### src/design/rcc_pkg.sv
// Shared types, constants and the per-channel kernel function of the 3x3 convolution core.
`timescale 1ns / 1ps

package rcc_pkg;

    localparam int MAX_WIDTH_DEF = 2048;
    localparam int MAX_HEIGHT    = 4096;
    localparam int ROW_W         = 12;
    localparam int IMG_W_BITS    = 12;
    localparam int IMG_H_BITS    = 13;
    localparam int CFG_DATA_W    = 13;
    localparam int CFG_IDX_W     = 2;
    localparam int PIX_W         = 24;
    localparam int CH_W          = 8;
    localparam int SUM_W         = 15;
    localparam int Q_DEPTH       = 4;
    localparam int Q_PTR_W       = $clog2(Q_DEPTH);
    localparam int Q_LVL_W       = $clog2(Q_DEPTH + 1);

    localparam logic [CFG_IDX_W-1:0] REG_IMAGE_WIDTH  = 2'd0;
    localparam logic [CFG_IDX_W-1:0] REG_IMAGE_HEIGHT = 2'd1;

    localparam logic [IMG_W_BITS-1:0] IMAGE_WIDTH_RST  = 12'd640;
    localparam logic [IMG_H_BITS-1:0] IMAGE_HEIGHT_RST = 13'd480;

    localparam logic [CH_W-1:0] ALPHA_OPAQUE = 8'hFF;

    localparam logic [1:0] CH_RED   = 2'd0;
    localparam logic [1:0] CH_GREEN = 2'd1;
    localparam logic [1:0] CH_BLUE  = 2'd2;

    // weights scaled by 4, indexed [column offset][row offset]
    localparam logic signed [SUM_W-1:0] KERN4 [3][3] = '{
        '{ 15'sd4,  15'sd8, -15'sd4},
        '{ 15'sd8,  15'sd1, -15'sd8},
        '{ 15'sd4, -15'sd8, -15'sd4}
    };

    // window[column][row], column 0 oldest, row 0 oldest; pixel is {blue, green, red}
    typedef logic [2:0][2:0][PIX_W-1:0] t_window;

    typedef struct packed {
        t_window win;
        logic    last;
    } t_win_item;

    function automatic logic [CH_W-1:0] conv_channel(input t_window win, input logic [1:0] ch);
        logic signed [SUM_W-1:0] acc;
        logic signed [SUM_W-1:0] scaled;
        logic [CH_W-1:0]         px;
        logic [CH_W-1:0]         res;
        acc = '0;
        for (int c = 0; c < 3; c++) begin
            for (int r = 0; r < 3; r++) begin
                px  = win[c][r][CH_W*ch +: CH_W];
                acc = acc + $signed({{(SUM_W-CH_W){1'b0}}, px}) * KERN4[c][r];
            end
        end
        scaled = acc >>> 2;
        if (acc < 0) begin
            res = '0;
        end else if (scaled > 15'sd255) begin
            res = 8'hFF;
        end else begin
            res = scaled[CH_W-1:0];
        end
        return res;
    endfunction

endpackage

### src/design/rcc_queue.sv
// Short queue of finished windows between the front end and the kernel stage.
`timescale 1ns / 1ps

module rcc_queue (
    input  logic                        i_clk,
    input  logic                        i_rst_n,
    input  logic                        i_push,
    input  rcc_pkg::t_win_item          i_item,
    input  logic                        i_pop,
    output logic                        o_valid,
    output rcc_pkg::t_win_item          o_item,
    output logic [rcc_pkg::Q_LVL_W-1:0] o_level
);
    import rcc_pkg::*;

    t_win_item            r_mem [Q_DEPTH];
    logic [Q_PTR_W-1:0]   r_wptr;
    logic [Q_PTR_W-1:0]   r_rptr;
    logic [Q_LVL_W-1:0]   r_level;

    always_ff @(posedge i_clk) begin
        if (!i_rst_n) begin
            r_wptr  <= '0;
            r_rptr  <= '0;
            r_level <= '0;
        end else begin
            if (i_push) begin
                r_wptr <= r_wptr + 1'b1;
            end
            if (i_pop) begin
                r_rptr <= r_rptr + 1'b1;
            end
            if (i_push && !i_pop) begin
                r_level <= r_level + 1'b1;
            end else if (!i_push && i_pop) begin
                r_level <= r_level - 1'b1;
            end
        end
    end

    always_ff @(posedge i_clk) begin
        if (i_push) begin
            r_mem[r_wptr] <= i_item;
        end
    end

    assign o_valid = (r_level != '0);
    assign o_item  = r_mem[r_rptr];
    assign o_level = r_level;

endmodule

### config.mk
export PLATFORM = sky130hd
export DESIGN_NAME = rcc_queue
export DESIGN_NICKNAME = d
export VERILOG_FILES = /design/src/design/rcc_pkg.sv /design/src/design/rcc_queue.sv
export SDC_FILE = /design/constraint.sdc
export NUM_CORES = 1
export LEC_CHECK = 0
export ABC_AREA = 1
export BUFFER_PORTS_ARGS = -buffer_cell sky130_fd_sc_hd__buf_2
export CORE_ASPECT_RATIO = 0.7
export CORE_UTILIZATION = 57
export DETAILED_ROUTE_END_ITERATION = 6
export HOLD_SLACK_MARGIN = 0.15
export PLACE_DENSITY = 0.78
export SYNTH_ARGS = -nofsm -noshare
export SYNTH_HDL_FRONTEND = slang
export SYNTH_SLANG_ARGS = --single-unit
### constraint.sdc
create_clock -name i_clk -period 7.4 [get_ports i_clk]
set_input_delay 0.74 -clock i_clk [delete_from_list [all_inputs] [get_ports i_clk]]
set_output_delay 0.74 -clock i_clk [all_outputs]
set_load 0.1 [all_outputs]
==> impl_metrics.json, run 1 <==
{
  "cts_buffers": 79,
  "drt_iter0_drc": 1916,
  "ys.flop_type": "edfxtp_1",
  "post-dp-hpwl_um": 39760,
  "grt_pass1_wl_um": 108900,
  "cts_setup_buffers": 0,
  "synth_edf_count": 868,
  "core_um2": 55670,
  "timing.hold.ws_ns": 0.3411,
  "yosys-top-cells-area": "edfxtp_1 (81%), o21ai_0 (5.3%), nor2_1 (5.1%)",
  "p_int_mw": 8.234,
  "synth-seq-cells": 877,
  "pwr-share-clk": 0.336,
  "design_area_um2": 37550,
  "synthArstFlopShare": 0,
  "fin_crit_sh": 0.6779,
  "start_kind": "flip-flop",
  "vias": 19900,
  "max_slew_margin": 0.2572,
  "grt_pass1_vias": 19510,
  "setup_ws_ns": 2.384,
  "grt_usage": 0.2460,
  "h-tree-depth": 3,
  "fin_setup_tns_ns": 0,
  "max_clock_freq_mhz": 199.3,
  "die_h_um": 201.3,
  "numPortBuffers": 441,
  "placed_cell_area_um2": 35000,
  "nets": 2780,
  "routabilityCongestion": 0.7856,
  "vdd_ir_drop_max_mv": 0.2541,
  "yosys.area.top_type": "edfxtp_1",
  "rsz0062_at_grt": "false",
  "yosys.area.top_type_share": 0.8061,
  "p_comb_frac": 0.178,
  "finalSetupViolations": 0,
  "syn_to_final_growth_pct": 16.14,
  "route.detailed.drc": 4,
  "seq_area_frac_synth": 0.8116,
  "gr-total-overflow": 0,
  "path_clk_slew_ns": 0.07,
  "seqCellArea_um2": 26250,
  "rows": 72,
  "syn_inst": 2156,
  "p_sw_mw": 3.595,
  "grt_max_degree": 191,
  "min_period_ns": 5.016,
  "place_ws_ns": 3.090,
  "die_w_um": 286.7,
  "hold_viol_final": 0,
  "synth.avg_cell_area_um2": 15.00,
  "slew_viol_final": 0,
  "sw_frac_of_total": 0.3039,
  "start_util": 0.5808,
  "dr.pass1.iters": 7,
  "min_path_type": "primary input to flip-flop",
  "cts_tree": "done",
  "synth.most_common_cell": "edfxtp_1",
  "status": "complete, but fails checks",
  "crit_arrival_ns": 4.28,
  "r2r_slack_ns": 4.71,
  "synth_cell_types": 20,
  "antenna_found_initial": 22,
  "post_cts_resized": 0,
  "io_pins": 442,
  "yosysWarnings": 0,
  "cts_root_buffer": "clkbuf_16",
  "cts_buffer_depth": 3,
  "p_per_area_nw_per_um2": 315.0,
  "clock_latency_ns": 0.61,
  "syn_area_um2": 32340,
  "die_area_um2": 57700,
  "wirelength_um": 72190,
  "multiInputGateArea_um2": 5363,
  "cts_hold_buf": 0,
  "fillCellCount": 3687,
  "p_seq_frac": 0.486,
  "yosys-top-cells-count": "edfxtp_1 (868), nor2_1 (440), o21ai_0 (340)",
  "worstMarginPinSlew_ns": 1.114,
  "end_kind": "output port",
  "path_class": "flip-flop to output port",
  "max_cap_viol_count": 0,
  "violations": "design-rule violations",
  "vias_per_cell": 5.903,
  "syn_nets": 2383,
  "ant_nets": 0,
  "power.total_mw": 11.83,
  "leakage_nw": 12.97,
  "numClockSinks": 877,
  "drive_gt1_frac": 0.2221,
  "drt-wirelength-per-cell_um": 21.41,
  "worst_ep_required_time_ns": 6.66,
  "crit_fanout": 105,
  "finClkSkew_ns": 0.01886
}
final timing paths:
path	to	cells after the start	from
setup / recovery	o_item[54]	5	flip-flop
hold / removal	r_mem[0][35]$_DFFE_PP_	1	i_item[35]
setup reg to reg	r_mem[0][210]$_DFFE_PP_	5	r_wptr[0]$_SDFFE_PN0P_
hold reg to reg	flip-flop	1	r_rptr[1]$_SDFFE_PN0P_
layout make-up:
type | instances | area share
clock inverters | 43 | 0.01116
multi-input cells | 1119 | 0.1428
flip-flops and latches | 877 | 0.6991
well taps | 740 | 0.02466
repair buffers | 459 | 0.06270
inverters | 17 | 0.002832
clock buffers | 97 | 0.05551
diodes | 19 | 0.001266
sequential cells by signal, summed over array words and instances, names as in the netlist, named ones only:
name / flops
o_level: 3
r_mem: 868
r_rptr: 2
r_wptr: 2
per-stage QoR:
step | util | instances
global placement | 0.6287 | 3212
finish | 0.6745 | 3371
detailed placement | 0.6287 | 3212
floorplan | - | 2156
CTS | 0.6737 | 3352
global route | 0.6743 | 3366
power groups by stage:
| stage | sequential (mW) | combinational (mW) | clock (mW) |
|---|---|---|---|
| 2_1_floorplan | 5.88 | 1.67 | 0 |
| 3_3_place_gp | 5.84 | 2.07 | 0 |
| 3_5_place_dp | 5.85 | 2.11 | 0 |
| 4_1_cts | 5.75 | 2.11 | 4.02 |
| 5_1_grt | 5.76 | 2.19 | 4.21 |
| 6_report | 5.75 | 2.11 | 3.97 |
kinds of logic (layout without fill, tap and decap cells):
kind of cell / count (synthesis) / after routing / share of synthesized area
compound gates: 661 / 661 / 0.1107
fa+ha+maj: 6 / 6 / 0.002554
buf+inv: 160 / 616 / 0.02252
flops: 877 / 877 / 0.8116
other cells: 0 / 19 / 0
simple gates: 452 / 452 / 0.05258
per-layer routing:
metal | GRT usage | share of wire | up-vias
met5 | 0 | 0.00055 | -
met4 | 0.1003 | 0.032 | 6
met3 | 0.06054 | 0.078 | 147
met2 | 0.4027 | 0.50 | 818
met1 | 0.3172 | 0.39 | 9916
li1 | - | - | 9013
layout by cell type (no fill, tap or decap):
| cell type | instances |
|---|---|
| inv_1 | 11 |
| nand4_1 | 1 |
| o21ai_0 | 340 |
| clkinv_1 | 13 |
| clkinv_4 | 1 |
| o21ai_1 | 100 |
| buf_2 | 441 |
| clkinv_8 | 2 |
| clkbuf_16 | 79 |
| clkbuf_1 | 14 |
| clkinvlp_4 | 3 |
| a21oi_1 | 4 |
| fa_1 | 1 |
| inv_8 | 5 |
| nand3_1 | 1 |
| edfxtp_1 | 868 |
| clkbuf_8 | 4 |
| dfxtp_1 | 7 |
| nor2_1 | 440 |
| clkinv_2 | 14 |
| buf_12 | 1 |
| ha_1 | 5 |
| buf_4 | 17 |
| nand2_1 | 10 |
| dfxtp_4 | 2 |
| diode_2 | 19 |
| o22ai_1 | 217 |
| inv_6 | 4 |
| bufinv_16 | 7 |
worst max-delay path, cell delays in order (launching register included):
cell and delay (ns):
dfxtp_4 0.88, buf_4 0.72, buf_4 0.92, o21ai_0 0.21, o22ai_1 0.35, buf_2 0.50
No activity file was read; power rests on OpenSTA's default activity.
==> run 2, diff against run 1 <==
==> constraint.sdc (replaced) <==
create_clock -name i_clk -period 4.7 [get_ports i_clk]
set_input_delay 0.47 -clock i_clk [delete_from_list [all_inputs] [get_ports i_clk]]
set_output_delay 0.47 -clock i_clk [all_outputs]
set_load 0.1 [all_outputs]
==> impl_metrics.json, run 2 (synthesized netlist as in run 1, its figures left out) <==
{
  "h-tree-depth": 3,
  "max_slew_margin": 0.3699,
  "post_cts_resized": 0,
  "cts_buffer_depth": 3,
  "min_path_cells": 3,
  "dr.pass1.iters": 7,
  "seqCellArea_um2": 26250,
  "multiInputGateArea_um2": 5363,
  "post-dp-hpwl_um": 39850,
  "nets": 3001,
  "largest_reg_flops": 868,
  "vias_per_cell": 5.931,
  "route.detailed.drc": 0,
  "wirelength_um": 79330,
  "rsz0062_at_grt": "false",
  "min_to": "o_level[2]$_SDFFE_PN0P_",
  "slew_viol_final": 0,
  "p_per_area_nw_per_um2": 473.9,
  "fillCellCount": 3215,
  "cts_buffers": 77,
  "r2r.worst_path.cells": 5,
  "mostFrequentLayoutCells": "edfxtp_1 (868), buf_2 (441), nor2_1 (440)",
  "fin_setup_tns_ns": 0,
  "utilization": 0.7158,
  "r2r_slack_ns": 2.40,
  "worstMarginPinSlew_ns": 0.9451,
  "cts_root_buffer": "clkbuf_16",
  "antenna_found_initial": 8,
  "clock_latency_ns": 0.61,
  "grt_pass1_wl_um": 119500,
  "routabilityCongestion": 0.7744,
  "timing.hold.ws_ns": 0.1987,
  "leakage_nw": 13.92,
  "cts_setup_buffers": 0,
  "gr-total-overflow": 0,
  "vias": 21220,
  "numPortBuffers": 441,
  "grt_max_degree": 159,
  "hold_viol_final": 0,
  "drt-wirelength-per-cell_um": 22.18,
  "start_util": 0.5808,
  "path_clk_slew_ns": 0.06,
  "grt_pass1_vias": 21800,
  "start_kind": "flip-flop",
  "die_w_um": 286.7,
  "finClkSkew_ns": 0.02449,
  "end_kind": "output port",
  "max_cap_viol_count": 0,
  "drive_gt1_frac": 0.2063,
  "crit_fanout": 151,
  "die_area_um2": 57700,
  "post-place-cells": 3218,
  "vdd_ir_drop_max_mv": 0.3738,
  "fin_crit_sh": 0.7978,
  "min_from": "i_rst_n",
  "numClockSinks": 877,
  "path_class": "flip-flop to output port",
  "worstReg2RegEnd": "r_mem[1][151]$_DFFE_PP_",
  "final_common_cell": "edfxtp_1",
  "r2r_start": "r_wptr[1]$_SDFFE_PN0P_",
  "cts_hold_buf": 217,
  "rows": 72,
  "crit_arrival_ns": 3.28,
  "min_path_type": "primary input to flip-flop",
  "syn_to_final_growth_pct": 23.24,
  "cts_tree": "done",
  "min_period_ns": 3.750,
  "die_h_um": 201.3,
  "drt_iter0_drc": 2076,
  "instances_no_fill": 3577,
  "max_clock_freq_mhz": 266.7,
  "status": "finished clean",
  "io_pins": 442,
  "worst_ep_required_time_ns": 4.23,
  "grt_usage": 0.2715,
  "ant_nets": 0,
  "finalSetupViolations": 0,
  "regMostFlops": "r_mem",
  "core_um2": 55670
}
run 2: cell count changes in the layout (fill, tap and decap cells not counted):
cell / before / now
diode_2: 19 / 6
clkinv_1: 13 / 14
bufinv_16: 7 / 9
clkbuf_8: 4 / 0
clkbuf_1: 14 / 11
clkinv_8: 2 / 3
clkinvlp_4: 3 / 6
buf_4: 17 / 12
clkbuf_16: 79 / 78
buf_12: 1 / 12
inv_6: 4 / 2
dlygate4sd3_1: 0 / 217
inv_8: 5 / 3
clkinv_2: 14 / 15
run 2: layout make-up:
| class | count | share of cell area |
|---|---|---|
| multi-input combinational | 1119 | 0.1346 |
| clock buffer | 89 | 0.05001 |
| tap | 740 | 0.02323 |
| clock inverter | 47 | 0.01253 |
| sequential | 877 | 0.6588 |
| inverter | 17 | 0.002355 |
| antenna | 6 | 0.0003768 |
| timing repair buffer | 682 | 0.1182 |
run 2: through the flow:
step / instance area [µm²] / setup slack, ns / power, mW
floorplan: 32350 / 0.3843 / 11.86
global placement: 35170 / 1.689 / 12.48
detailed placement: 35170 / 1.678 / 12.54
CTS: 39840 / 0.9922 / 18.86
global route: 39850 / 0.7973 / 19.38
finish: 39850 / 0.9502 / 18.89
run 2: critical path, cell delays in order (launching register included):
cell,delay (ns)
dfxtp_4,0.89
buf_12,0.54
o21ai_0,0.29
o22ai_1,0.30
buf_2,0.48
run 2: routing by layer:
layer | part of all wire | wire length [µm] | vias up | track usage
met5 | 0.00034 | 27 | - | 0
met4 | 0.032 | 2539 | 4 | 0.1134
met3 | 0.083 | 6576 | 192 | 0.06156
met2 | 0.52 | 41340 | 1124 | 0.4774
met1 | 0.36 | 28840 | 10460 | 0.3217
li1 | - | - | 9438 | -
run 2: how the worst max path moves through the flow:
stage / start / cells after the start / end / slack, ns
CTS: flip-flop / 4 / o_item[177] / 0.99
global placement: flip-flop / 5 / o_item[46] / 1.69
finish: flip-flop / 4 / o_item[56] / 0.95
global route: flip-flop / 4 / o_item[139] / 0.80
detailed placement: flip-flop / 5 / o_item[42] / 1.68
floorplan: r_wptr[0]$_SDFFE_PN0P_ / 4 / r_mem[0][0]$_DFFE_PP_ / 0.38
run 2: where the power goes:
| part | leakage, nW | switching (mW) | internal, mW |
|---|---|---|---|
| logic | 4.65 | 2.94 | 0.601 |
| registers | 8.05 | 0.104 | 8.95 |
| clock network | 1.22 | 2.74 | 3.56 |
| total | 13.9 | 5.78 | 13.1 |
