<file path="config.mk">
export PLATFORM = sky130hd
export DESIGN_NAME = rcc_back
export DESIGN_NICKNAME = d
export VERILOG_FILES = /design/src/design/rcc_pkg.sv /design/src/design/rcc_back.sv
export SDC_FILE = /design/constraint.sdc
export NUM_CORES = 1
export LEC_CHECK = 0
export BUFFER_PORTS_ARGS = -buffer_cell sky130_fd_sc_hd__buf_2
export CAP_MARGIN = 20
export CORE_AREA = 8 8 174 176
export CTS_BUF_LIST = sky130_fd_sc_hd__clkbuf_4
export DETAILED_ROUTE_END_ITERATION = 8
export DIE_AREA = 0 0 182 184
export GPL_ROUTABILITY_DRIVEN = 0
export PLACE_DENSITY = 0.53
export SLEW_MARGIN = 20
export SYNTH_ARGS = -nofsm -noshare
export SYNTH_HDL_FRONTEND = slang
export SYNTH_SLANG_ARGS = --single-unit
</file>
<file path="constraint.sdc">
create_clock -name i_clk -period 13.7 [get_ports i_clk]
set_clock_uncertainty 0.1 [all_clocks]
set_input_delay 0.685 -clock i_clk [delete_from_list [all_inputs] [get_ports i_clk]]
set_output_delay 0.685 -clock i_clk [all_outputs]
set_load 0.005 [all_outputs]
</file>
<file path="src/design/rcc_pkg.sv">
// Shared types, constants and the per-channel kernel function of the 3x3 convolution core.
`timescale 1ns / 1ps

package rcc_pkg;

    localparam int MAX_WIDTH_DEF = 2048;
    localparam int MAX_HEIGHT    = 4096;
    localparam int ROW_W         = 12;
    localparam int IMG_W_BITS    = 12;
    localparam int IMG_H_BITS    = 13;
    localparam int CFG_DATA_W    = 13;
    localparam int CFG_IDX_W     = 2;
    localparam int PIX_W         = 24;
    localparam int CH_W          = 8;
    localparam int SUM_W         = 15;
    localparam int Q_DEPTH       = 4;
    localparam int Q_PTR_W       = $clog2(Q_DEPTH);
    localparam int Q_LVL_W       = $clog2(Q_DEPTH + 1);

    localparam logic [CFG_IDX_W-1:0] REG_IMAGE_WIDTH  = 2'd0;
    localparam logic [CFG_IDX_W-1:0] REG_IMAGE_HEIGHT = 2'd1;

    localparam logic [IMG_W_BITS-1:0] IMAGE_WIDTH_RST  = 12'd640;
    localparam logic [IMG_H_BITS-1:0] IMAGE_HEIGHT_RST = 13'd480;

    localparam logic [CH_W-1:0] ALPHA_OPAQUE = 8'hFF;

    localparam logic [1:0] CH_RED   = 2'd0;
    localparam logic [1:0] CH_GREEN = 2'd1;
    localparam logic [1:0] CH_BLUE  = 2'd2;

    // weights scaled by 4, indexed [column offset][row offset]
    localparam logic signed [SUM_W-1:0] KERN4 [3][3] = '{
        '{ 15'sd4,  15'sd8, -15'sd4},
        '{ 15'sd8,  15'sd1, -15'sd8},
        '{ 15'sd4, -15'sd8, -15'sd4}
    };

    // window[column][row], column 0 oldest, row 0 oldest; pixel is {blue, green, red}
    typedef logic [2:0][2:0][PIX_W-1:0] t_window;

    typedef struct packed {
        t_window win;
        logic    last;
    } t_win_item;

    function automatic logic [CH_W-1:0] conv_channel(input t_window win, input logic [1:0] ch);
        logic signed [SUM_W-1:0] acc;
        logic signed [SUM_W-1:0] scaled;
        logic [CH_W-1:0]         px;
        logic [CH_W-1:0]         res;
        acc = '0;
        for (int c = 0; c < 3; c++) begin
            for (int r = 0; r < 3; r++) begin
                px  = win[c][r][CH_W*ch +: CH_W];
                acc = acc + $signed({{(SUM_W-CH_W){1'b0}}, px}) * KERN4[c][r];
            end
        end
        scaled = acc >>> 2;
        if (acc < 0) begin
            res = '0;
        end else if (scaled > 15'sd255) begin
            res = 8'hFF;
        end else begin
            res = scaled[CH_W-1:0];
        end
        return res;
    endfunction

endpackage

</file>
<file path="src/design/rcc_back.sv">
// Back end: applies the kernel to each queued window and holds the result word.
`timescale 1ns / 1ps

module rcc_back (
    input  logic                     i_clk,
    input  logic                     i_rst_n,
    input  logic                     i_q_valid,
    input  rcc_pkg::t_win_item       i_q_item,
    output logic                     o_q_pop,
    output logic                     o_empty,
    input  logic                     i_pop,
    output logic [rcc_pkg::CH_W-1:0] o_red,
    output logic [rcc_pkg::CH_W-1:0] o_green,
    output logic [rcc_pkg::CH_W-1:0] o_blue,
    output logic                     o_last
);
    import rcc_pkg::*;

    logic            r_valid;
    logic [CH_W-1:0] r_red;
    logic [CH_W-1:0] r_green;
    logic [CH_W-1:0] r_blue;
    logic            r_last;

    // advance when the result register is free or being drained
    assign o_q_pop = i_q_valid && (!r_valid || i_pop);

    always_ff @(posedge i_clk) begin
        if (!i_rst_n) begin
            r_valid <= 1'b0;
        end else if (o_q_pop) begin
            r_valid <= 1'b1;
        end else if (i_pop) begin
            r_valid <= 1'b0;
        end
    end

    always_ff @(posedge i_clk) begin
        if (o_q_pop) begin
            r_red   <= conv_channel(i_q_item.win, CH_RED);
            r_green <= conv_channel(i_q_item.win, CH_GREEN);
            r_blue  <= conv_channel(i_q_item.win, CH_BLUE);
            r_last  <= i_q_item.last;
        end
    end

    assign o_empty = !r_valid;
    assign o_red   = r_red;
    assign o_green = r_green;
    assign o_blue  = r_blue;
    assign o_last  = r_last;

endmodule

</file>
==> key figures, run 1 <==
Run status
  • Outcome: complete, no violations

Placed design
  • Pre-CTS WS: 6890 ps
  • Inst Count DP: around 1600
  • HPWL Detailed: 21800 um
  • # port buffers: 241

Routing
  • DRT iter0 DRCs: 160
  • DRC violations left: 0
  • DRT Pass-1 Iters: 4
  • Final ANT Viol Nets: 0
  • DR vias/cell: approximately 4.5
  • Total Routed Length: 23000 um
  • Via count: 7105
  • WL/cell: approximately 15 um

Critical path
  • Crit-path cells: buf_2 > ha_1 > fa_1 > a21o_1 > a21oi_1 > o21bai_1 > a21oi_1 > xor2_1 > fa_1 > inv_1 > fa_1 > fa_1 > inv_1 > fa_1 > inv_1 > ha_1 > a211o_1 > a311oi_1 > o21bai_1 > xnor2_1 > nand4_1 > o21a_1
  • CP required: 13710 ps
  • Crit. Startpoint: i_q_item[10]
  • FF-to-FF Start: r_valid
  • Slowest stage cell, crit path: fa_1
  • Reg-to-reg endpoint: o_blue[7]
  • Most used cell, CP: fa_1
  • R2R depth: 4
  • R2R Setup Slk: roughly 12000 ps
  • Data arrival, critical path: 6440 ps
  • CP endpoint kind: flop
  • Crit-path max FO: 8
  • Worst path max stage delay: 550 ps
  • CP Class: in -> reg
  • CP endpoint: o_green[5]
  • Startpoint types: primary input

GRT
  • Gr ovfl total: 0
  • Initial antenna violation count: 0
  • Number of global-route vias before repair: 7764
  • First-pass GRT wire length: 38000 um
  • Largest net degree at the start of global routing: 27
  • GRT Total Usage: 13.9%

Power
  • Int Pwr: 1.12 mW
  • Leakage: ~5.5 nW
  • Worst IR drop on VDD: 134 uV
  • Sw Share: 53.1%
  • Combinational cell fraction of total power: 90.4%
  • Sequential share of power: 7.3%
  • Pwr Density: ~220 nW/um2
  • Power share of the clock group: 2.3%
  • Pwr Total: 2.38 mW
  • Net Sw Power: 1.27 mW

Layout
  • Final cell count without fillers: 1577
  • Final nets: around 1700
  • Area delta synth->final: 18.5%
  • Antenna diodes: 0
  • Layout cells sized above 1: 21.2%

Timing
  • Slew Limit Fails: 0
  • RSZ-0062 raised after global routing: false
  • Max frequency: about 0.16 GHz
  • Fin. Hold Viols: 0
  • Worst Tran Pin Value: 592 ps
  • Final setup viols: 0
  • Setup ws final: 7270 ps
  • Total negative slack: 0 ps
  • Worst slew margin: 60.4%
  • Period utilization: 46.9%
  • Crit path time final: 6430 ps

Logic synthesis
  • Mapped Avg Cell Area: 9.26 um2
  • Syn Std Cell Area: about 9100 um2
  • Net count of the mapped netlist: 1461
  • #FFs+latches synth: 26
  • Synth Warn #: 0
  • Number of flops mapped to enable cells by yosys: 25
  • Post-synth ARST share: 0%
  • Distinct cell type count after synthesis: 54
  • Post-synthesis sequential area ratio: around 8.4%
  • Ranking of synthesized cells by area: fa_1 (36%), ha_1 (12%), inv_1 (11%), edfxtp_1 (8.2%), xor2_1 (5.9%)
  • Yosys top cell area share: a little over a third
  • Main synth FF type: edfxtp_1
  • Post-synthesis cell count: approximately 990
  • Biggest area consumer among synthesized cells: fa_1

Clock network
  • Total CTS buffers: 3
  • Postcts setup bufs: 0
  • Cts hold-fix bufs: 0
  • Clock buffer depth: 2
  • Clk_lat worst skew: 330 ps
  • H-tree depth: 1
  • CTS tree: done
  • CTS Root Cell: clkbuf_4
  • Clock Sinks: 26
  • Post-CTS sizing: 0
  • Reg clk slew, reported paths: 140 ps

Floorplanning
  • FP Rows: 61
  • Top Ports: 248
  • Core footprint: 27500 um2
  • Chip height: 184 um
  • Initial core utilization: 33.3%
  • Die Area: 33500 um2
  • Die width: 182 um

Worst hold path
  • Worst min path class: in -> reg
  • Hold path start: i_q_item[0]

Run
  • Max_cap viols: 0
## layer usage
metal  up-vias  wire length [um]  GRT usage [%]
met5         -                 0              0
met3         2              1190           2.57
met4         0                 4          0.295
met2       152             11500           25.0
met1      3362             10300           18.0
li1       3589                 -              -
## registers in the layout (all words and copies together), names as in the netlist
register and cells:
r_valid 1, o_blue 8, o_last 1, o_red 8
o_green 8
## final cells by class
type	count	area, um2
clock inverters	1	30.0
inverters	271	1020
clock buffers	3	22.5
well taps	346	433
repair buffers	242	1210
fillers	2898	16600
flip-flops and latches	26	771
multi-input cells	688	7350
## through the flow
stage	utilization, %	hold WS (ps)	area [um2]
2_1_floorplan	-	495	9150
3_3_place_gp	39.2	494	10800
3_5_place_dp	39.2	503	10800
4_1_cts	39.4	400	10800
5_1_grt	39.4	393	10800
6_report	39.4	421	10800
## cell usage after synthesis, drive strengths merged (2+ instances only)
cell,number
nand2,37
and3b,2
nor4b,2
fa,165
clkbuf,3
nand2b,8
o31a,3
xor2,62
and3,3
ha,87
xnor3,4
o21a,18
a211o,3
o41a,3
nor4,13
nor2,47
o21bai,5
o21ai,16
or2,6
inv,271
nand3,10
o31ai,4
xnor2,59
nor2b,10
o22ai,2
a211oi,3
nand4,3
or4,6
edfxtp,25
a31oi,11
nor3,33
a21oi,27
a21o,12
nor3b,4
nand3b,3
or3,8
## power by group through the flow
stage / clock [mW] / sequential, mW / combinational (mW)
6_report: 0.0536 / 0.175 / 2.15
3_5_place_dp: 0 / 0.178 / 2.17
2_1_floorplan: 0 / 0.185 / 1.67
4_1_cts: 0.0567 / 0.176 / 2.19
5_1_grt: 0.0596 / 0.179 / 2.50
3_3_place_gp: 0 / 0.178 / 2.15
## worst min-delay path by stage
stage | end | slack [ps] | cells after the start
2_1_floorplan | r_valid | 490 | 3
3_3_place_gp | r_valid | 490 | 3
3_5_place_dp | r_valid | 500 | 3
4_1_cts | o_last | 400 | 1
5_1_grt | o_last | 390 | 1
6_report | o_last | 420 | 1
## cell families (layout without fill, tap and decap cells)
family	Yosys count	after routing	share of synthesized area, %
xor gates and xnor gates	125	125	12.7
AOI/OAI and AO/OA	115	115	8.57
buffers and inverters	274	517	11.2
and+or+nand+nor	196	196	11.0
DFF	26	26	8.43
adders and majority gates	252	252	48.0
## critical path, delay by kind of cell
| family | cells | cell delay, ps |
|---|---|---|
| buffers and inverters | 4 | 250 |
| xor gates and xnor gates | 2 | 280 |
| adders and majority gates | 7 | 3080 |
| AOI/OAI and AO/OA | 8 | 1800 |
| and+or+nand+nor | 1 | 320 |
## placed cells by master (no fill, tap or decap), types with 3 or more instances in the layout
| cell | n |
|---|---|
| xor2_1 | 62 |
| nor2b_1 | 9 |
| nor3_1 | 33 |
| nor3b_1 | 3 |
| fa_1 | 165 |
| nand2_1 | 37 |
| o31ai_1 | 3 |
| o21ai_0 | 14 |
| xnor3_1 | 4 |
| nor4_1 | 13 |
| nand3_1 | 10 |
| edfxtp_1 | 25 |
| xnor2_1 | 57 |
| buf_2 | 241 |
| a21o_1 | 12 |
| a211o_1 | 3 |
| or3_1 | 8 |
| o31a_1 | 3 |
| inv_1 | 269 |
| clkbuf_4 | 3 |
| or2_2 | 5 |
| nand2b_1 | 8 |
| a211oi_1 | 3 |
| o21a_1 | 18 |
| nor2_1 | 47 |
| nand3b_1 | 3 |
| nand4_1 | 3 |
| or4_1 | 5 |
| and3_1 | 3 |
| a21oi_1 | 27 |
| a31oi_1 | 11 |
| o21bai_1 | 5 |
| ha_1 | 87 |
Power figures use the tool's default switching activity.
==> inputs of run 2 (changes only) <==
--- a/config.mk
+++ b/config.mk
@@ -12,7 +12,7 @@
 export DETAILED_ROUTE_END_ITERATION = 8
 export DIE_AREA = 0 0 182 184
 export GPL_ROUTABILITY_DRIVEN = 0
-export PLACE_DENSITY = 0.53
+export PLACE_DENSITY = 0.55
 export SLEW_MARGIN = 20
 export SYNTH_ARGS = -nofsm -noshare
 export SYNTH_HDL_FRONTEND = slang
==> constraint.sdc (replaced) <==
create_clock -name i_clk -period 5.65 [get_ports i_clk]
set_clock_uncertainty 0.1 [all_clocks]
set_input_delay 0.2825 -clock i_clk [delete_from_list [all_inputs] [get_ports i_clk]]
set_output_delay 0.2825 -clock i_clk [all_outputs]
set_load 0.005 [all_outputs]
==> run 2 against run 1 <==
  * Critical endpoint is now o_blue[2]
  * Design area is 9.4% higher
  * Count of clock-buffer cells in the layout unchanged
  * Critical path type unchanged
  * Core utilization up 3.7 points
  * Sequential cell count is the same
  * Register-to-register slack worse by 8100 ps
  * Clock power is 140% higher
  * Final cell count up 5.6%
  * Combinational power grew to 3.2 times the previous value
  * Critical path depth unchanged
==> key figures, run 2 (synthesis results as in run 1) <==
Layout
  • Area delta synth->final: 29.6% (was 18.5%)
  • Most common cell after layout, fill and taps aside: inv_1 (unchanged)
  • Most frequent cells in the layout: inv_1 (264), buf_2 (239), fa_1 (162) (was inv_1 (269), buf_2 (241), fa_1 (165))
  • Layout cells sized above 1: 30.6% (was 21.2%)
  • Fillers: 2750 (was 2898)
  • Final nets: 1792 (was 1705)
  • Fin area: 11900 um2 (was 10800 um2)

Critical path
  • Crit. Startpoint: i_q_item[42] (was i_q_item[10])
  • Most used cell, CP: fa_1 (unchanged)
  • CP endpoint kind: flop (unchanged)
  • FF-to-FF Start: r_valid (unchanged)
  • CP Buf/Inv Count: 4 (unchanged)
  • CP Class: in -> reg (unchanged)
  • Startpoint types: primary input (unchanged)
  • Crit-path max FO: 8 (unchanged)
  • Family with the most delay on the worst path: adder cells (unchanged)
  • Crit-path cells: buf_6 > ha_4 > a21o_1 > a21oi_2 > nor2b_1 > o21a_1 > o41ai_4 > xor2_1 > fa_1 > fa_1 > inv_2 > fa_1 > inv_1 > fa_1 > inv_2 > ha_4 > a21oi_2 > nand2_2 > or4_4 > o311ai_4 > o31a_1 > a31oi_1 (was buf_2 > ha_1 > fa_1 > a21o_1 > a21oi_1 > o21bai_1 > a21oi_1 > xor2_1 > fa_1 > inv_1 > fa_1 > fa_1 > inv_1 > fa_1 > inv_1 > ha_1 > a211o_1 > a311oi_1 > o21bai_1 > xnor2_1 > nand4_1 > o21a_1)
  • Worst path max stage delay: 550 ps (about the same)
  • Slowest stage cell, crit path: or4_4 (was fa_1)
  • CP required: 5630 ps (was 13710 ps)
  • R2R Setup Slk: 4370 ps (was 12420 ps)
  • Data arrival, critical path: 5500 ps (was 6440 ps)

Floorplanning
  • Core footprint: 27500 um2 (unchanged)
  • Die Area: 33500 um2 (unchanged)
  • Die width: 182 um (unchanged)
  • FP Rows: 61 (unchanged)
  • Initial core utilization: 33.3% (unchanged)
  • Chip height: 184 um (unchanged)
  • Top Ports: 248 (unchanged)

Run status
  • Outcome: complete, no violations (unchanged)

Timing
  • Setup ws final: 130 ps (was 7270 ps)
  • Fin. Hold Viols: 0 (unchanged)
  • Worst Tran Pin Value: 407 ps (was 592 ps)
  • Final setup viols: 0 (unchanged)
  • Crit path time final: roughly 5500 ps
  • RSZ-0062 raised after global routing: true (was false)
  • Slew Limit Fails: 0 (unchanged)
  • Period utilization: 97.7%
  • Worst slew margin: 72.6% (was 60.4%)
  • Max frequency: 0.181 GHz

Power
  • Worst IR drop on VDD: 427 uV (was 134 uV)
  • Net Sw Power: 3.60 mW (was 1.27 mW)
  • Sw Share: 48.7% (was 53.1%)
  • Int Pwr: 3.79 mW (was 1.12 mW)
  • Power share of the clock group: 1.7% (was 2.3%)
  • Pwr Density: 624 nW/um2 (was 220 nW/um2)
  • Leakage: 5.96 nW (was 5.49 nW)
  • Sequential share of power: 5.9% (was 7.3%)
  • Combinational cell fraction of total power: 92.4% (was 90.4%)

GRT
  • First-pass GRT wire length: 39500 um (was 38000 um)
  • Gr ovfl total: 0 (unchanged)
  • Initial antenna violation count: 2 (was 0)
  • Largest net degree at the start of global routing: 27 (unchanged)
  • GRT Total Usage: 14.4% (was 13.9%)
  • Number of global-route vias before repair: 8280 (was 7764)

Placed design
  • Pre-CTS WS: -519 ps (was 6890 ps)
  • Placed cell area: 11400 um2 (was 10800 um2)
  • HPWL Detailed: 22300 um (was 21800 um)
  • # port buffers: 241 (unchanged)

Clock network
  • H-tree depth: 1 (unchanged)
  • Total CTS buffers: 3 (unchanged)
  • Reg clk slew, reported paths: 150 ps (was 140 ps)
  • Clk_lat worst skew: 320 ps (was 330 ps)
  • Clock buffer depth: 2 (unchanged)
  • Clock Sinks: 26 (unchanged)
  • CTS tree: done (unchanged)
  • CTS Root Cell: clkbuf_4 (unchanged)

Worst hold path
  • Worst min path class: in -> reg (unchanged)
  • Hold path start: i_rst_n (was i_q_item[0])

Routing
  • DR vias/cell: 4.51 (about the same)
  • DRT Pass-1 Iters: 4 (unchanged)
  • Total Routed Length: 24300 um (was 23000 um)
  • WL/cell: 14.6 um (about the same)
  • Final ANT Viol Nets: 0 (unchanged)
  • DRT iter0 DRCs: 251 (was 160)
  • Via count: 7515 (was 7105)
  • DRC violations left: 0 (unchanged)

Run
  • Max_cap viols: 0 (unchanged)
==> run 2: path summary, 6_finish.rpt <==
path               end  cells after the start
max          o_blue[2]                     22
min            r_valid                      2
max reg2reg  o_blue[6]                      4
min reg2reg    r_valid                      3
==> run 2: worst reg2reg max path, cell delays in order, from the launching register on <==
cell and delay [ps]:
dfxtp_1 330, inv_1 60, nor2_1 60, nor2b_2 100
buf_4 320
==> run 2: layer usage <==
metal / GRT usage, % / vias to the layer above / part of all wire (%)
met4: 1.02 / 0 / 0.60
met2: 27.0 / 154 / 52
met1: 17.8 / 3595 / 43
met3: 2.19 / 10 / 4.4
met5: 0 / - / 0
li1: - / 3756 / -
==> run 2: per-stage QoR <==
stage / power (mW) / hold slack (ps) / util [%] / cells / setup TNS [ps]
after floorplan: 4.55 / 281 / - / 988 / 0
after global placement: 6.45 / 369 / 41.6 / 1655 / -8740
after detailed placement: 6.49 / 368 / 41.6 / 1655 / -11050
after CTS: 6.70 / 10.8 / 41.9 / 1660 / 0
after global routing: 8.32 / 45.5 / 43.2 / 1666 / -551
final: 7.40 / 55.9 / 43.2 / 1666 / 0
==> run 2: cell type report <==
class                      count  area, um2  area share, %
multi-input combinational    688       7690           64.9
clock inverter                 1       30.0          0.253
tap                          346        433           3.65
timing repair buffer         329       1890           15.9
clock buffer                   3       22.5          0.190
inverter                     271       1020           8.58
sequential                    26        771           6.50
antenna                        2       5.00         0.0422
==> run 2: repair_timing <==
action / CTS / global route
setup endpoints to repair: 24 / 24
resized for setup: 5 / 63
pin swaps: 9 / 62
hold buffers: 0 / 1
buffers inserted: 1 / 4
hold endpoints to repair: 0 / 1
==> run 2: power by group through the flow <==
| stage | Combinational, mW | Sequential [mW] | Clock, mW |
|---|---|---|---|
| final | 6.83 | 0.434 | 0.129 |
| after global routing | 7.73 | 0.445 | 0.143 |
| after global placement | 6.01 | 0.444 | 0 |
| after detailed placement | 6.05 | 0.444 | 0 |
| after floorplan | 4.10 | 0.448 | 0 |
| after CTS | 6.13 | 0.439 | 0.136 |
==> inputs of run 3 (changes only) <==
--- a/config.mk
+++ b/config.mk
@@ -7,11 +7,12 @@
 export LEC_CHECK = 0
 export BUFFER_PORTS_ARGS = -buffer_cell sky130_fd_sc_hd__buf_2
 export CAP_MARGIN = 20
-export CORE_AREA = 8 8 174 176
+export CORE_AREA = 8 8 148 206
 export CTS_BUF_LIST = sky130_fd_sc_hd__clkbuf_4
 export DETAILED_ROUTE_END_ITERATION = 8
-export DIE_AREA = 0 0 182 184
+export DIE_AREA = 0 0 156 214
 export GPL_ROUTABILITY_DRIVEN = 0
+export GPL_TIMING_DRIVEN = 0
 export PLACE_DENSITY = 0.55
 export SLEW_MARGIN = 20
 export SYNTH_ARGS = -nofsm -noshare
==> run 3 against run 2 <==
  * Sequential power barely moved
  * Hold slack improved by 29 ps
  * Power rose by 3.3%
  * Final cell count decreased by 2.6%
  * Register-to-register slack got worse by 180 ps
  * Combinational power is 4.2% higher
  * Global-route usage is 0.49 points higher
  * Design area decreased by 2.2%
  * Via count down 1.6%
  * Largest cell class unchanged
  * Largest power group unchanged
  * Highest routed layer unchanged
==> key figures, run 3 (synthesis results as in run 1) <==
Run status
  • Outcome: complete, no violations (unchanged)

Clock network
  • CTS tree: done (unchanged)
  • Clock buffer depth: 2 (unchanged)
  • Total CTS buffers: 3 (unchanged)
  • Clk_lat worst skew: 330 ps (was 320 ps)
  • CTS Root Cell: clkbuf_4 (unchanged)
  • Clock Sinks: 26 (unchanged)
  • H-tree depth: 1 (unchanged)
  • Reg clk slew, reported paths: 150 ps (about the same)

Timing
  • Slew Limit Fails: 0 (unchanged)
  • Worst Tran Pin Value: 688 ps (was 407 ps)
  • Min Hold Slack: 84.9 ps (was 55.9 ps)
  • Setup ws final: 28.6 ps (was 130 ps)
  • Final setup viols: 0 (unchanged)
  • Period utilization: 99.5% (was 97.7%)
  • Fin. Hold Viols: 0 (unchanged)
  • RSZ-0062 raised after global routing: true (unchanged)
  • Max frequency: 0.178 GHz (was 0.181 GHz)
  • Crit path time final: 5620 ps (was 5520 ps)
  • Worst slew margin: 53.7% (was 72.6%)

GRT
  • GRT Total Usage: 14.9% (was 14.4%)
  • Busiest layer in global routing: met2 (unchanged)
  • First-pass GRT wire length: 40100 um (was 39500 um)
  • Met3 usage: 2.70% (was 2.19%)
  • Met2 usage: 28.9% (was 27.0%)
  • Largest net degree at the start of global routing: 15 (was 27)
  • Initial antenna violation count: 2 (unchanged)
  • M1 GR Usage: 16.3% (was 17.8%)
  • Gr ovfl total: 0 (unchanged)
  • Number of global-route vias before repair: 8314 (was 8280)

Critical path
  • CP required: 5640 ps (was 5630 ps)
  • CP endpoint kind: flop (unchanged)
  • R2R Setup Slk: 4190 ps (was 4370 ps)
  • CP Class: in -> reg (unchanged)
  • Startpoint types: primary input (unchanged)
  • FF-to-FF Start: r_valid (unchanged)
  • Data arrival, critical path: 5610 ps (was 5500 ps)
  • Reg-to-reg endpoint: o_red[0] (was o_blue[6])
  • R2R depth: 4 (unchanged)
  • Crit-path max FO: 8 (unchanged)

Worst hold path
  • Hold path cells: 2 (unchanged)
  • Worst min path class: in -> reg (unchanged)
  • Hold path start: i_rst_n (unchanged)
  • Hold EP: r_valid (unchanged)

Routing
  • Final ANT Viol Nets: 0 (unchanged)
  • DR vias/cell: 4.56 (was 4.51)
  • DRC violations left: 0 (unchanged)
  • DRT iter0 DRCs: 200 (was 251)
  • Via count: 7396 (was 7515)
  • Total Routed Length: 24300 um (about the same)
  • WL/cell: 15.0 um (was 14.6 um)
  • DRT Pass-1 Iters: 4 (unchanged)

Floorplanning
  • Top Ports: 248 (unchanged)
  • FP Rows: 72 (was 61)
  • Core footprint: 27300 um2 (was 27500 um2)
  • Die Area: 33400 um2 (was 33500 um2)
  • Initial core utilization: 33.5% (was 33.3%)
  • Chip height: 214 um (was 184 um)
  • Die width: 156 um (was 182 um)

Layout
  • Area delta synth->final: 26.9% (was 29.6%)
  • Final nets: 1725 (was 1792)
  • Most common cell after layout, fill and taps aside: inv_1 (unchanged)
  • Layout cells sized above 1: 28.4% (was 30.6%)
  • Most frequent cells in the layout: inv_1 (262), buf_2 (239), fa_1 (158) (was inv_1 (264), buf_2 (239), fa_1 (162))
  • Final core occ: 42.5% (was 43.2%)

Placed design
  • HPWL Detailed: 22700 um (was 22300 um)
  • # port buffers: 241 (unchanged)
  • Pre-CTS WS: -819 ps (was -519 ps)

Power
  • Pwr Total: 7.64 mW (was 7.40 mW)
  • Pwr Density: 659 nW/um2 (was 624 nW/um2)
  • Worst IR drop on VDD: 543 uV (was 427 uV)
  • Leakage: 5.66 nW (was 5.96 nW)

Run
  • Max_cap viols: 0 (unchanged)
-- run 3: changes by cell type in the layout (fill, tap and decap cells not counted), sizes merged --
cell,previous run,this run
buf,328,261
bufinv,1,0
clkbuf,3,4
-- run 3: worst max-delay path by stage --
stage | start | endpoint | slack [ps] | depth (start not counted)
finish | i_q_item[42] | o_blue[3] | 30 | 24
global route | i_q_item[42] | o_blue[3] | -150 | 24
CTS | i_q_item[11] | o_green[6] | 3 | 23
detailed placement | i_q_item[10] | o_green[6] | -820 | 23
global placement | i_q_item[10] | o_green[5] | -830 | 23
floorplan | i_q_item[19] | o_blue[5] | 20 | 22
-- run 3: layer usage --
| metal | share of wire [%] | routed length (um) |
|---|---|---|
| met5 | 0 | 0 |
| met4 | 1.3 | 314 |
| met3 | 5.9 | 1430 |
| met2 | 55 | 13300 |
| met1 | 38 | 9250 |
-- run 3: timing repair --
action,4_1_cts,5_1_grt
endpoints found under the hold margin,1,0
setup endpoints to repair,24,24
gates cloned,0,0
buffers inserted,7,11
resized for setup,21,85
pin swaps,20,70
hold buffers,1,0
-- run 3: stage by stage --
stage	instances	instance area (um2)	setup TNS [ps]
2_1_floorplan	988	9180	0
3_3_place_gp	1599	10800	-14970
3_5_place_dp	1600	10900	-15450
4_1_cts	1611	11100	0
5_1_grt	1623	11600	-1360
6_report	1623	11600	0
-- run 3: critical path, stage by stage --
cell      delay (ps)
buf_8            100
ha_4             220
a21o_1           180
a21oi_2          160
nor2b_1           70
o21a_1           190
o41ai_2          320
xor2_1           270
fa_1             460
fa_1             560
inv_2             40
fa_1             540
inv_1             60
fa_1             490
inv_2             50
ha_4             210
buf_8            130
a21oi_4          140
nand2_4           80
or4_4            530
o311ai_4          70
o31a_1           180
buf_6            180
a31oi_4          100
-- run 3: cell type report --
type / count / area, um2
antenna: 2 / 5.00
buffer: 1 / 15.0
clock buffer: 4 / 30.0
fill: 2808 / 15700
inverter: 271 / 1020
multi-input combinational: 688 / 7880
sequential: 26 / 771
tap: 370 / 463
timing repair buffer: 261 / 1420
-- run 3: power breakdown --
part           internal (mW)  switching [mW]
combinational           3.30            3.81
sequential             0.407          0.0255
clock                 0.0325          0.0586
total                   3.74            3.90
